--- src/design/tcfs_pkg.sv ---
// Shared types and constants for the triangle cull and flat shade pipeline.
// No dependencies; every other design file imports this package.
`default_nettype none

package tcfs_pkg;

  localparam int COORD_W          = 18;
  localparam int TAG_W            = 16;
  localparam int LVL_W            = 8;
  localparam int NORMAL_FRAC_BITS = 15;

  // Stream widths, padded to whole bytes.
  localparam int IN_W  = 184;
  localparam int OUT_W = 64;

  // The largest normal magnitude after rescaling lies in [2^23, 2^24) unless the normal is zero.
  localparam int M_W    = 24;
  localparam int SQ_W   = 2 * M_W + 2;
  localparam int ROOT_W = M_W + 1;
  localparam int QUO_W  = NORMAL_FRAC_BITS + 1;

  localparam int OUT_PAD_W = OUT_W - (TAG_W + 2 + COORD_W + 3 * LVL_W);

  typedef struct packed {
    logic [TAG_W-1:0]   tag;
    logic               visible;
    logic               degenerate;
    logic [COORD_W-1:0] depth;
    logic [2:0]         neg;
  } side_t;

  typedef struct packed {
    side_t                  side;
    logic [2:0][M_W-1:0]    m;
  } norm_t;

  typedef struct packed {
    logic [OUT_PAD_W-1:0] pad;
    logic [LVL_W-1:0]     red;
    logic [LVL_W-1:0]     green;
    logic [LVL_W-1:0]     blue;
    logic [COORD_W-1:0]   depth;
    logic                 degenerate;
    logic                 visible;
    logic [TAG_W-1:0]     tag;
  } out_t;

endpackage

`default_nettype wire

--- src/design/tcfs_isqrt.sv ---
// Pipelined integer square root, one result bit per stage, of the squared
// normal length. Carries the normal and sideband alongside. Depends on tcfs_pkg.
`default_nettype none

module tcfs_isqrt
  import tcfs_pkg::*;
(
  input  logic              clk,
  input  logic              rst,
  input  logic              en,
  input  logic              in_valid,
  input  norm_t             in_nrm,
  input  logic [SQ_W-1:0]   in_q,
  output logic              out_valid,
  output norm_t             out_nrm,
  output logic [ROOT_W-1:0] out_root
);

  localparam int TR_W = SQ_W + 2;

  logic              vld  [0:ROOT_W];
  norm_t             nrm  [0:ROOT_W];
  logic [SQ_W-1:0]   rem  [0:ROOT_W];
  logic [ROOT_W-1:0] root [0:ROOT_W];

  assign vld[0]  = in_valid;
  assign nrm[0]  = in_nrm;
  assign rem[0]  = in_q;
  assign root[0] = '0;

  for (genvar k = 0; k < ROOT_W; k++) begin : g_bit
    localparam int BIT = ROOT_W - 1 - k;
    logic [TR_W-1:0] trial;

    // (r + 2^b)^2 - r^2 for the bits decided so far.
    assign trial = ((TR_W'(root[k]) << 1) + (TR_W'(1) << BIT)) << BIT;

    always_ff @(posedge clk) begin
      if (rst) begin
        vld[k+1] <= 1'b0;
      end else if (en) begin
        vld[k+1] <= vld[k];
      end
    end

    always_ff @(posedge clk) begin
      if (en) begin
        nrm[k+1] <= nrm[k];
        if (TR_W'(rem[k]) >= trial) begin
          rem[k+1]  <= rem[k] - trial[SQ_W-1:0];
          root[k+1] <= root[k] | (ROOT_W'(1) << BIT);
        end else begin
          rem[k+1]  <= rem[k];
          root[k+1] <= root[k];
        end
      end
    end
  end

  assign out_valid = vld[ROOT_W];
  assign out_nrm   = nrm[ROOT_W];
  assign out_root  = root[ROOT_W];

endmodule

`default_nettype wire

--- config.mk ---
export PLATFORM = sky130hd
export DESIGN_NAME = tcfs_isqrt
export DESIGN_NICKNAME = d
export VERILOG_FILES = /design/src/design/tcfs_pkg.sv /design/src/design/tcfs_isqrt.sv
export SDC_FILE = /design/constraint.sdc
export NUM_CORES = 2
export LEC_CHECK = 0
export ABC_AREA = 1
export BUFFER_PORTS_ARGS = -buffer_cell sky130_fd_sc_hd__buf_2
export CORE_MARGIN = 2
export CORE_UTILIZATION = 45
export CTS_BUF_LIST = sky130_fd_sc_hd__clkbuf_16
export DETAILED_ROUTE_END_ITERATION = 7
export MAX_ROUTING_LAYER = met4
export SKIP_CTS_REPAIR_TIMING = 1
export SLEW_MARGIN = 0
export SYNTH_ARGS = -nofsm -noshare
export SYNTH_HDL_FRONTEND = slang
export SYNTH_SLANG_ARGS = --single-unit
--- constraint.sdc ---
create_clock -name clk -period 2.3 [get_ports clk]
set_input_delay 0.575 -clock clk [delete_from_list [all_inputs] [get_ports clk]]
set_output_delay 0.575 -clock clk [all_outputs]
set_load 0.005 [all_outputs]
Word-level counts from Yosys, hierarchy flattened --
Index checks and enable logic that the tools add are counted.
Cells by class: $add $sub $neg 48, multipliers 0, div/mod/pow operators 0, order comparisons 25, equality and inequality tests 0, shift operators 0, mux-type cells 25, bitwise operators 0, reductions and logical operators 0
Operator list (number):
- 50-bit two-way mux | 24
- 50-bit by 27-bit >= comparator with 1-bit output | 1
- 50-bit by 28-bit >= comparator with 1-bit output | 1
- 50-bit by 29-bit >= comparator with 1-bit output | 1
- 50-bit by 30-bit >= comparator with 1-bit output | 1
- 50-bit by 31-bit >= comparator with 1-bit output | 1
- 50-bit by 32-bit >= comparator with 1-bit output | 1
- 50-bit by 33-bit >= comparator with 1-bit output | 1
- 50-bit by 34-bit >= comparator with 1-bit output | 1
- 50-bit by 35-bit >= comparator with 1-bit output | 1
- 50-bit by 36-bit >= comparator with 1-bit output | 1
- 50-bit by 37-bit >= comparator with 1-bit output | 1
- 50-bit by 38-bit >= comparator with 1-bit output | 1
- 50-bit by 39-bit >= comparator with 1-bit output | 1
- 50-bit by 40-bit >= comparator with 1-bit output | 1
- 50-bit by 41-bit >= comparator with 1-bit output | 1
- 50-bit by 42-bit >= comparator with 1-bit output | 1
- 50-bit by 43-bit >= comparator with 1-bit output | 1
- 50-bit by 44-bit >= comparator with 1-bit output | 1
- 50-bit by 45-bit >= comparator with 1-bit output | 1
- 50-bit by 46-bit >= comparator with 1-bit output | 1
- 50-bit by 47-bit >= comparator with 1-bit output | 1
- 50-bit by 48-bit >= comparator with 1-bit output | 1
- 50-bit by 49-bit >= comparator with 1-bit output | 1
- 51 further kinds | 51
Storage, ports and cells: register bits 4625, bits in latches 0, memory bits (writable) 0, bits in read-only memories 0, input bits 165, output and inout port bits 137, word-level logic and storage cells 396, memories 0

Logic depth before layout (Yosys ltp) --
depth in word-level cells 3, depth in mapped cells 17

Least setup slack after synthesis --
Ideal clock, no wire load.
kind register to register, start reg rem[989] in the netlist's numbering, end reg rem[942] in the netlist's numbering, data pin, data arrival time 1.875 ns, required time 2.047 ns, setup slack 0.171 ns, stages on the path, launching flop included 11, clock period less this slack 2.129 ns, path through edfxtp_1 ha_1 nand2_1 nand2_1 nor2_2 o21ai_1 a211oi_4 nand2_2 buf_6 nand2_1 nand2_1
On the way: word-level cells in the longest chain between the ends 2
RTL lines:
- start: declaration | line tcfs_isqrt.sv:23 | logic [SQ_W-1:0] rem [0:ROOT_W];
- start signal: indexed assignment | line tcfs_isqrt.sv:50 | rem[k+1] <= rem[k] - trial[SQ_W-1:0];
- start signal: indexed assignment | line tcfs_isqrt.sv:53 | rem[k+1] <= rem[k];
- 50-bit by 45-bit subtractor with 50-bit output or 50-bit by 45-bit >= comparator with 1-bit output (tied branches) | line tcfs_isqrt.sv:50, tcfs_isqrt.sv:49
- 50-bit two-way mux (*) | line tcfs_isqrt.sv:49 | if (TR_W'(rem[k]) >= trial) begin
Every way passes the cells marked *; elsewhere a longest branch is shown, timed or not. A chain may end at the register's enable or synchronous reset.

Worst setup path in the final report --
start reg rem[789] in the netlist's numbering, end reg rem[738] in the netlist's numbering, data pin
On the way: word-level cells in the longest chain between the ends 2
RTL lines (line):
- 50-bit by 41-bit >= comparator with 1-bit output | tcfs_isqrt.sv:49
- 50-bit two-way mux | tcfs_isqrt.sv:49
Every way passes these cells.

==> summary.txt <==
Core Util, Final = 0.589
Period utilisation layout = 1.16
Commonest non-fill, non-tap cell in the layout = edfxtp_1
Worst hold path type = in -> reg
Critical path capture point type = flip-flop
# IOs = 302
Worst flop-to-flop path endpoint = rem[738]
Hold Crit Start = en
Largest net degree at the start of global routing = 104
Initial Utilization = 0.452
Layout net count = 16700
Critical path class = reg -> reg
Worst rel slew slack = 0.584
Top-area cell type share of the netlist area = 0.755
1st-iter DRT viols = 6547
Die Y-Extent = 621 µm
Max cap viols = 0
Yosys warning count = 0
Leak = 0.0889 µW
DR pass1 iterations = 6
Routability congestion estimate = 0.954
Total core area = 379000 µm²
Skew-Pair Late Insertion Delay = 0.99 ns
Syn nets = 13500
Clock root buffer = clkbuf_16
Clock Skew = 0.0958 ns
Final WS setup = -0.377 ns
Status = finished, violations left
Filler Cell Count = 30500
WHS Path Cells = 2
DP HPWL = 314 mm
Finish-stage setup viols = 244
Row count = 226
CTS tree = yes
PwrDens = 914 nW/µm²
Crit. Startpoint = rem[789]
Seq/Total Area, Yosys = 0.758
First-pass GRT wire length = 603 mm
RSZ-0062 raised after global routing = yes
Maximum VDD drop = 721 µV
Number of failing hold endpoints at the final stage = 0
DP Area = 195000 µm²
Worst Hold Path EP = nrm[1174]
Clk sinks = 4325
Synth top area cells = edfxtp_1 75%, nand2_1 6.9%, inv_1 3.4%
Worst-Margin Slew = 0.620 ns
Port bufs = 301
Total grt overflow = 0
Crit Path Max Fanout = 22
Die area = 385000 µm²
Remaining antenna violation count after routing = 0
Vias in the first global route = 99800
Register bit count reported by yosys = 4325
Pre-CTS setup slack = -1.18 ns
CTS buffer count = 431
Pins Over Slew Limit = 0
Power Total = 204000 µW
Cells after Synth = 13000
H-Tree Depth = 5
Vias/cell = 4.81
Final instance area = 223000 µm²
Post-Route WL = 423 mm
Initial antenna violation count = 8
Post-route DRC = 0
Clock period minus worst slack = 2.68 ns
CP required = 2.98 ns
Via Count = 104000
Clk slew on worst S/H paths = 0.06 ns
Synth cell types = 58
Failing checks = negative setup slack
Post-Syn Area = 171000 µm²
All-Layer GR Usage = 0.216
CTS max path bufs = 4
Avg WL per Cell = 19.7 µm
Post-Syn Area per Cell = 13.2 µm²
Die Width = 621 µm
Yosys top cell by area = edfxtp_1
Worst Path Arrival = 3.36 ns
Max Clock Freq = 0.373 GHz
Setup TNS = -19.09 ns
Area delta synth->final = 30.4%
FF-to-FF Start = rem[789]
Internal reg-to-reg setup slack = -0.38 ns
Most frequent cells in the layout = 4300 x edfxtp_1, 2513 x nand2_1, 2165 x buf_4
Share of layout cells above drive strength 1 = 0.313
Worst Setup Start Kind = flip-flop
Reg2Reg Depth = 11
[where the power goes]
group | internal [µW] | switching [µW] | leakage [µW] | total, µW
Sequential | 94400 | 3920 | 0.0420 | 98300
Combinational | 16900 | 21600 | 0.0400 | 38500
Clock | 38000 | 29200 | 0.00698 | 67100
[flip-flops by register name, summed over array words and instances (netlist names)]
signal / count
out_root: 25
root: 300
out_nrm: 111
nrm: 2664
out_valid: 1
rem: 1200
vld: 24
[cell families (layout without fill, tap and decap cells)]
| kind of cell | Yosys count | after routing | share of synthesized area |
|---|---|---|---|
| DFF | 4325 | 4325 | 0.758 |
| buffers and inverters | 1786 | 5303 | 0.0436 |
| adders and majority gates | 346 | 346 | 0.0253 |
| xor gates and xnor gates | 299 | 299 | 0.0153 |
| AOI/OAI and AO/OA | 858 | 858 | 0.0280 |
| and+or+nand+nor | 5354 | 5358 | 0.130 |
| other | 0 | 10 | 0 |
[worst max-delay path, stage by stage, from the launching register on]
cell and delay, ns:
edfxtp_1 0.45, ha_4 0.31, buf_6 0.09, nand4_1 0.13
nor2_1 0.16, nand2_1 0.10, nor2_4 0.22, nand4_1 0.36
nand2_4 0.24, inv_8 0.10, nand2_1 0.09, nand2_1 0.10
[worst max path at each step]
stage                     endpoint  slack [ns]  depth (start not counted)
after global routing      rem[747]       -0.47                         12
after global placement    rem[737]       -1.19                         10
after CTS                 rem[737]       -1.30                         11
after detailed placement  rem[737]       -1.18                         11
final                     rem[738]       -0.38                         11
after floorplan           rem[942]        0.17                         10
[cells in the mapped netlist, drive strengths merged]
master,count
o2111ai,1
xnor2,152
or2,18
o211ai,10
a21oi,450
buf,188
nor4,70
a31oi,2
edfxtp,4300
o21ai,327
nand3,530
nand2,3184
and3,6
nor2b,1
xor2,147
a22oi,1
inv,1588
nand4,208
a211oi,10
o21a,7
ha,346
a21boi,13
nor3,136
dfxtp,25
nor3b,8
and3b,2
nand2b,3
nor2,1135
a21o,21
and2,11
o21bai,16
nand3b,42
clkbuf,8
clkinv,2
[metal layers]
metal,up-vias,share of wire,global-route usage
met2,1970,0.51,0.377
met5,-,0,-
met1,49800,0.41,0.260
li1,51100,-,-
met4,0,0.042,0.0746
met3,691,0.034,0.0235
[per-stage QoR]
stage / hold WS, ns / cells
2_1_floorplan: 0.400 / 13000
3_3_place_gp: 0.400 / 20200
3_5_place_dp: 0.405 / 20200
4_1_cts: -0.346 / 21000
5_1_grt: 0.122 / 21500
6_report: 0.178 / 21500
[layout make-up]
cell class	instances	area [µm²]	area share
diodes	10	25.0	0.000112
clock buffers	435	10900	0.0488
clock inverters	342	2790	0.0125
inverters	1590	6030	0.0270
multi-input cells	6861	42800	0.192
flip-flops and latches	4325	130000	0.581
well taps	5016	6280	0.0281
repair buffers	2934	24700	0.111
repair inverters	2	32.5	0.000146
(Power assumes the default switching activity.)
