$ cat src/design/tcfs_pkg.sv
// Shared types and constants for the triangle cull and flat shade pipeline.
// No dependencies; every other design file imports this package.
`default_nettype none

package tcfs_pkg;

  localparam int COORD_W          = 18;
  localparam int TAG_W            = 16;
  localparam int LVL_W            = 8;
  localparam int NORMAL_FRAC_BITS = 15;

  // Stream widths, padded to whole bytes.
  localparam int IN_W  = 184;
  localparam int OUT_W = 64;

  // The largest normal magnitude after rescaling lies in [2^23, 2^24) unless the normal is zero.
  localparam int M_W    = 24;
  localparam int SQ_W   = 2 * M_W + 2;
  localparam int ROOT_W = M_W + 1;
  localparam int QUO_W  = NORMAL_FRAC_BITS + 1;

  localparam int OUT_PAD_W = OUT_W - (TAG_W + 2 + COORD_W + 3 * LVL_W);

  typedef struct packed {
    logic [TAG_W-1:0]   tag;
    logic               visible;
    logic               degenerate;
    logic [COORD_W-1:0] depth;
    logic [2:0]         neg;
  } side_t;

  typedef struct packed {
    side_t                  side;
    logic [2:0][M_W-1:0]    m;
  } norm_t;

  typedef struct packed {
    logic [OUT_PAD_W-1:0] pad;
    logic [LVL_W-1:0]     red;
    logic [LVL_W-1:0]     green;
    logic [LVL_W-1:0]     blue;
    logic [COORD_W-1:0]   depth;
    logic                 degenerate;
    logic                 visible;
    logic [TAG_W-1:0]     tag;
  } out_t;

endpackage

`default_nettype wire

$ cat src/design/tcfs_shade.sv
// Specular shading: reflected light term, its fourth power, and the two
// distinct colour levels with saturation. Depends on tcfs_pkg.
`default_nettype none

module tcfs_shade
  import tcfs_pkg::*;
(
  input  logic                  clk,
  input  logic                  rst,
  input  logic                  en,
  input  logic                  in_valid,
  input  side_t                 in_side,
  input  logic [2:0][QUO_W-1:0] in_quo,
  output logic                  out_valid,
  output side_t                 out_side,
  output logic [LVL_W-1:0]      out_blue,
  output logic [LVL_W-1:0]      out_green
);

  localparam int NF       = NORMAL_FRAC_BITS;
  localparam int NS_W     = QUO_W + 1;
  localparam int SDOT_W   = NS_W + 2;
  localparam int DOT_W    = SDOT_W + NS_W;
  localparam int T_W      = DOT_W + 2;
  localparam int A1_W     = NF + 3;
  localparam int SQ1_W    = 2 * A1_W;
  localparam int T2_W     = NF + 6;
  localparam int SQ2_W    = 2 * T2_W;
  localparam int T4_W     = SQ2_W - NF;
  localparam int LNUM_W   = T4_W + 3;
  localparam int DEN_W    = NF + 6;
  localparam int X_W      = DEN_W + 8;
  localparam int Y_W      = X_W - NF;
  localparam int RCP_W    = 14;
  localparam int YP_W     = Y_W + RCP_W;
  localparam int LVL_SHIFT = 19;
  localparam int LVL_MAX  = (1 << LVL_W) - 1;
  localparam int DEN      = 45 << NF;
  localparam int HALF_DEN = DEN / 2;
  localparam int BASE_BLUE  = 27 << NF;
  localparam int BASE_GREEN = 9 << NF;
  localparam logic [RCP_W-1:0] LVL_RECIP = RCP_W'(((1 << LVL_SHIFT) + 44) / 45);
  localparam int NSTG = 9;

  logic  vld [1:NSTG];
  side_t sd  [1:NSTG];

  logic signed [NS_W-1:0]   ns [3];
  logic signed [SDOT_W-1:0] sdot;
  logic signed [NS_W-1:0]   nz;
  logic signed [DOT_W-1:0]  dot;
  logic signed [T_W-1:0]    t_c;
  logic [T_W-1:0]           tmag_c;
  logic [A1_W-1:0]          a1;
  logic [SQ1_W-1:0]         sq1;
  logic [T2_W-1:0]          t2_c;
  logic [SQ2_W-1:0]         sq2;
  logic [T4_W-1:0]          t4_c;
  logic [LNUM_W-1:0]        lb_c;
  logic [LNUM_W-1:0]        lg_c;
  logic [DEN_W-1:0]         nb;
  logic [DEN_W-1:0]         ng;
  logic [X_W-1:0]           xb;
  logic [X_W-1:0]           xg;
  logic [YP_W-1:0]          ypb;
  logic [YP_W-1:0]          ypg;
  logic [2:0]               sat_b;
  logic [2:0]               sat_g;
  logic [LVL_W-1:0]         blue;
  logic [LVL_W-1:0]         green;

  always_comb begin
    for (int i = 0; i < 3; i++) begin
      if (in_side.neg[i]) begin
        ns[i] = -$signed({1'b0, in_quo[i]});
      end else begin
        ns[i] = $signed({1'b0, in_quo[i]});
      end
    end
  end

  // t holds 2*(nx - ny + nz)*nz - 1 with twice the normal fraction bits.
  always_comb begin
    t_c    = (T_W'(dot) <<< 1) - (T_W'(1) << (2 * NF));
    tmag_c = t_c[T_W-1] ? T_W'(-t_c) : T_W'(t_c);
    t2_c   = T2_W'(((SQ1_W+1)'(sq1) + (SQ1_W+1)'(1 << (NF - 1))) >> NF);
    t4_c   = T4_W'(((SQ2_W+1)'(sq2) + (SQ2_W+1)'(1 << (NF - 1))) >> NF);
    lb_c   = (LNUM_W'(t4_c) << 2) + LNUM_W'(BASE_BLUE);
    lg_c   = (LNUM_W'(t4_c) << 2) + LNUM_W'(BASE_GREEN);
  end

  always_ff @(posedge clk) begin
    if (rst) begin
      for (int k = 1; k <= NSTG; k++) begin
        vld[k] <= 1'b0;
      end
    end else if (en) begin
      vld[1] <= in_valid;
      for (int k = 2; k <= NSTG; k++) begin
        vld[k] <= vld[k-1];
      end
    end
  end

  always_ff @(posedge clk) begin
    if (en) begin
      sd[1] <= in_side;
      for (int k = 2; k <= NSTG; k++) begin
        sd[k] <= sd[k-1];
      end

      sdot <= SDOT_W'(ns[0]) - SDOT_W'(ns[1]) + SDOT_W'(ns[2]);
      nz   <= ns[2];

      dot <= DOT_W'(sdot) * DOT_W'(nz);

      a1 <= A1_W'((tmag_c + T_W'(1 << (NF - 1))) >> NF);

      sq1 <= SQ1_W'(a1) * SQ1_W'(a1);

      sq2 <= SQ2_W'(t2_c) * SQ2_W'(t2_c);

      // A level of one or more saturates; below that the numerator fits DEN_W bits.
      sat_b[0] <= lb_c >= LNUM_W'(DEN);
      sat_g[0] <= lg_c >= LNUM_W'(DEN);
      nb <= lb_c[DEN_W-1:0];
      ng <= lg_c[DEN_W-1:0];

      xb <= X_W'(nb) * X_W'(LVL_MAX) + X_W'(HALF_DEN);
      xg <= X_W'(ng) * X_W'(LVL_MAX) + X_W'(HALF_DEN);
      sat_b[1] <= sat_b[0];
      sat_g[1] <= sat_g[0];

      // Division by 45 through a reciprocal, exact over the range of the quotient.
      ypb <= YP_W'(xb[X_W-1:NF]) * YP_W'(LVL_RECIP);
      ypg <= YP_W'(xg[X_W-1:NF]) * YP_W'(LVL_RECIP);
      sat_b[2] <= sat_b[1];
      sat_g[2] <= sat_g[1];

      if (sd[8].degenerate) begin
        blue  <= '0;
        green <= '0;
      end else begin
        blue  <= sat_b[2] ? LVL_W'(LVL_MAX) : ypb[LVL_SHIFT +: LVL_W];
        green <= sat_g[2] ? LVL_W'(LVL_MAX) : ypg[LVL_SHIFT +: LVL_W];
      end
    end
  end

  assign out_valid = vld[NSTG];
  assign out_side  = sd[NSTG];
  assign out_blue  = blue;
  assign out_green = green;

endmodule

`default_nettype wire

$ cat config.mk
export PLATFORM = sky130hd
export DESIGN_NAME = tcfs_shade
export DESIGN_NICKNAME = d
export VERILOG_FILES = /design/src/design/tcfs_pkg.sv /design/src/design/tcfs_shade.sv
export SDC_FILE = /design/constraint.sdc
export NUM_CORES = 2
export LEC_CHECK = 0
export BUFFER_PORTS_ARGS = -buffer_cell sky130_fd_sc_hd__clkbuf_2
export CORE_MARGIN = 3
export CORE_UTILIZATION = 59
export DETAILED_ROUTE_END_ITERATION = 6
export PLACE_DENSITY = 0.91
export SYNTH_ARGS = -nofsm -noshare
export SYNTH_HDL_FRONTEND = slang
export SYNTH_SLANG_ARGS = --single-unit
$ cat constraint.sdc
create_clock -name clk -period 8.35 [get_ports clk]
set_input_delay 1.2525 -clock clk [delete_from_list [all_inputs] [get_ports clk]]
set_output_delay 1.2525 -clock clk [all_outputs]
set_load 0.1 [all_outputs]
### Word-level counts from Yosys, hierarchy flattened

Memories as Yosys holds them, arrays and structs flattened.
Cells that the tools add are included.

| cells by class | value |
|---|---|
| add/sub/neg operators | 14 |
| $mul | 7 |
| divide/modulo/power cells | 0 |
| order comparisons | 2 |
| equality and inequality tests | 0 |
| shift operators | 0 |
| multiplexer cells | 21 |
| bitwise operators | 9 |
| reductions and logical operators | 0 |

Operator list:

| cell | number |
|---|---|
| $ge A30 B21 Y1 const B | 2 |
| $add A29 B20 Y29 const B | 2 |
| $mul A21 B8 Y29 const B | 2 |
| $mul A14 B14 Y27 const B | 2 |
| $mux W17 | 3 |
| $neg A16 Y17 | 3 |
| $add A42 B15 Y42 const B | 1 |
| $mul A21 B21 Y42 | 1 |
| $sub A37 B32 Y38 const B | 1 |
| $add A36 B15 Y36 const B | 1 |
| $mul A18 B18 Y36 | 1 |
| $mul A19 B17 Y36 | 1 |
| $add A33 B15 Y33 const B | 1 |
| $mux W33 | 1 |
| $neg A33 Y33 | 1 |
| $add A29 B19 Y30 const B | 1 |
| $add A29 B20 Y30 const B | 1 |
| $add A18 B17 Y19 | 1 |
| $sub A17 B17 Y18 | 1 |
| $mux W8 | 2 |
| $mux W1 | 15 |
| $or A1 B1 Y1 | 9 |

| storage, ports and cells | value |
|---|---|
| register bits | 344 |
| bits in latches | 0 |
| bits in writable memories | 360 |
| bits in read-only memories | 0 |
| word-level logic and storage cells | 71 |
| memories | 2 |

Memories:

| memory | words | width | rd ports | clocked after memory_dff | wr ports | line | RTL |
|---|---|---|---|---|---|---|---|
| sd | 9 | 39 | 9 | 0 | 9 | tcfs_shade.sv:46 | `side_t sd [1:NSTG];` |
| vld | 9 | 1 | 9 | 0 | 9 | tcfs_shade.sv:45 | `logic vld [1:NSTG];` |

### Logic depth before layout (Yosys ltp)

| logic depth | value |
|---|---|
| depth after elaboration | 4 |
| gate-level depth with buffers | 35 |
| gate-level depth less buffers | 33 |

### Worst setup path after synthesis

No wires, ideal clock.

| timing | value |
|---|---|
| path kind | register -> register |
| start point | reg sq1[16] |
| end point | reg sq2[41] (data pin) |
| library setup time | 260 ps |
| arrival | 8404 ps |
| path slack | -313 ps |
| stages on the path, launching flop included | 36 |
| path buffers | 3 |
| clock period less this slack | 8663 ps |
| cell sequence | edfxtp_1 -> buf_2 -> and4_1 -> nand2_1 -> nor2_1 -> nand2_1 -> or2_2 -> clkbuf_1 -> nor2_1 -> xnor2_1 -> inv_1 -> clkbuf_1 -> nand2_1 -> fa_1 -> inv_1 -> fa_1 -> inv_1 -> fa_1 -> inv_1 -> fa_1 -> fa_1 -> fa_1 -> inv_1 -> fa_1 -> inv_1 -> ha_1 -> and3_1 -> o31a_1 -> o41ai_1 -> nand3_1 -> a311oi_1 -> nor2_1 -> a221o_1 -> a211oi_1 -> o21bai_1 -> xnor2_1 |

| on the way | value |
|---|---|
| word-level cells in the longest chain between the ends | 2 |

Ends and longest elaborated chain:

| element | line | RTL |
|---|---|---|
| start, declared | tcfs_shade.sv:55 | `logic [SQ1_W-1:0] sq1;` |
| start signal, assigned | tcfs_shade.sv:119 | `sq1 <= SQ1_W'(a1) * SQ1_W'(a1);` |
| $add A36 B15 Y36 | tcfs_shade.sv:86 | `t2_c = T2_W'(((SQ1_W+1)'(sq1) + (SQ1_W+1)'(1 << (NF - 1))) >> NF);` |
| $mul A21 B21 Y42 | tcfs_shade.sv:121 | `sq2 <= SQ2_W'(t2_c) * SQ2_W'(t2_c);` |
| end signal, assigned | tcfs_shade.sv:121 |  |
| end, declared | tcfs_shade.sv:57 | `logic [SQ2_W-1:0] sq2;` |

No other way between the ends.
A chain may end at the register's enable or synchronous reset.

### Final worst setup path

| timing | value |
|---|---|
| start point | reg sq1[19] |
| end point | reg sq2[39] (data pin) |

Same word-level chain as after synthesis.

==> results.ini <==
[placed_design]
buffer_ports.inserted=146
place_area_sq_mm=0.06755
detailed_place_hpwl_microns=109500
finalWeightedCongestion=0.9706

[sta]
period_share_pct=96.17
hold_slack_ns=0.3958
worst_clock_skew_ns=0.02988
report.final.slew_viol_count=0
finalSetupViolCount=0
final_count_of_hold_timing_violations=0
slew-limit-headroom_pct=27.33
worstMarginPinSlew_ns=1.090
maxClockFrequency_ghz=0.1245
layout_min_cycle_time_ns=8.030

[grt]
grt_use_total_pct=25.05
grt_first_pass_wirelength_microns=231300
grt_max_degree=188
initial_antenna_violation_count=1
grt.overflow.total=0
grt_pass1_vias=46430

[clock_tree]
htree_num_levels=2
cts.sinks=589
clkTransAtPathRegs_ns=0.06
number_of_buffers_inserted_during_clock_tree_synthesis=58
clk_latency_ns=0.68
ctsRootBufferMaster=clkbuf_16
cts_tree=built
ctsLongestPathBuffers=3

[worst_setup_path]
cp.buffers_inverters=5
worst_ep_arrival_time_ns=8.45
critPathCaptureType=register
worst_path_largest_cell_delay_ns=0.53
worst-endpoint-required_ns=8.77
cp_top_delay_family=adder cells
cp_common_cell=fa_1
cpMaxStageDelayCell=fa_1
worstReg2RegStart=sq1[19]
worstPathMaxFanout=5
crit_path_start_kind=register
worst_setup_startpoint=sq1[19]
crit_type=reg2reg

[detailed_routing]
number_of_optimization_iterations_in_the_first_detailed_route_pass=6
first_iter_violations=3118
antenna_left=0
route.vias.total=41770
detail_route.drc_violations=0
routedWlPerCell_microns=18.41
vias_per_cell=5.518
overall_routed_net_length_microns=139400

[synthesis]
postSynthAreaPerCell_sq_um=11.01
netlist-cell-type-count=89
fraction_of_registers_with_async_set_reset_pct=0
yosys_register_bits=589
synth_edf_count=589
netlist_instances=5911
dominantRegCellSynth=edfxtp_1
ys_seq_area_share_pct=27.17
yosysWarningCount=0
synth.cell_area_sq_mm=0.06509
synth.net_count=7727

[floorplan]
fp.dieH_microns=338.1
die_area_sq_mm=0.1143
num_rows=121
core_sq_mm=0.1092
start_util_pct=59.63
ioPinCount=147
die_x_microns=338.1

[cells_and_area]
layout.nets=7861
mostFrequentLayoutCell=inv_1
drive_above_1_share_pct=6.795
layout.cells.most_common_list=inv_1, fa_1, ha_1, edfxtp_1, nand2_1
num-fill-cells=7511
ant_cells=0
final_cell_area_sq_mm=0.06990
area_delta_synth_final_pct=7.393
utilization_pct=64.04

[worst_hold_path]
hold_start=sd[0][78]
min_path_type=reg2reg

[run]
total_of_max_cap_violations=0

[status]
outcome=finished clean

-- flip-flops by register name (all words and copies together), names as in the netlist --
register,flops
ypg,8
sdot,19
ypb,8
a1,18
out_green,8
ng,5
dot,36
vld,9
sat_b,3
xb,14
xg,13
sq2,28
sat_g,3
nz,17
sq1,22
sd,351
out_blue,8
nb,19
-- worst paths after layout --
check / depth (start not counted) / endpoint / slack (ns)
setup reg to reg: 31 / sq2[39] / 0.32
hold / removal: 0 / sd[0][117] / 0.40
setup / recovery: 31 / sq2[39] / 0.32
hold reg to reg: 0 / sd[0][117] / 0.40
-- area by class of cell --
class / instances / area [sq um] / share of cell area (%)
clock buffer: 65 / 1478 / 2.114
clock inverter: 43 / 605.6 / 0.8664
inverter: 1452 / 5454 / 7.803
multi-input combinational: 3709 / 41370 / 59.19
sequential: 589 / 17690 / 25.30
tap: 1476 / 1847 / 2.642
timing repair buffer: 235 / 1458 / 2.085
-- per-layer routing --
| layer | part of all wire [%] | GRT usage (%) | wire length, microns |
|---|---|---|---|
| met1 | 38 | 31.20 | 52320 |
| met2 | 51 | 43.73 | 70480 |
| met3 | 7.5 | 4.024 | 10510 |
| met4 | 4.3 | 10.18 | 6033 |
| met5 | 0.0086 | 0 | 12 |
-- synth_stat cells, drive strengths merged (36+ instances only) --
cell type / n / area share [%]
nor2: 264 / 1.5
nand2b: 36 / 0.35
o21ai: 98 / 0.77
xor2: 95 / 1.3
nand2: 469 / 2.7
buf: 51 / 0.54
nor3: 40 / 0.32
nand3: 52 / 0.43
and2: 226 / 2.2
edfxtp: 589 / 27
clkbuf: 110 / 0.63
a21o: 57 / 0.66
a21oi: 102 / 0.79
xnor2: 205 / 2.8
ha: 656 / 13
inv: 1449 / 8.4
fa: 1069 / 33
-- repair_timing --
| item | 4_1_cts | 5_1_grt |
|---|---|---|
| hold buffers | 0 | 0 |
| endpoints found under the setup margin | 0 | 15 |
| gates resized for setup | 0 | 47 |
| hold endpoints to repair | 0 | 0 |
| setup buffers | 0 | 10 |
-- stage by stage --
stage	setup WS [ns]	cells	setup TNS, ns
finish	0.3199	7569	0
global route	-0.03436	7569	-0.05920
CTS	0.04199	7559	0
detailed placement	0.03341	7451	0
global placement	0.1525	7451	0
floorplan	0.01992	5911	0
-- logic make-up after synthesis --
family                     after synthesis  share of synthesized area, %
adders and majority gates             1725                         45.49
and+or+nand+nor                       1256                         9.360
DFF                                    589                         27.17
muxes                                    2                       0.03268
buffers and inverters                 1613                         9.547
AOI/OAI and AO/OA                      426                         4.318
xor gates and xnor gates               300                         4.077
Power is left out: the tool's default activity adds up to more than one toggle a clock period on the data nets, which glitch-free logic cannot reach.
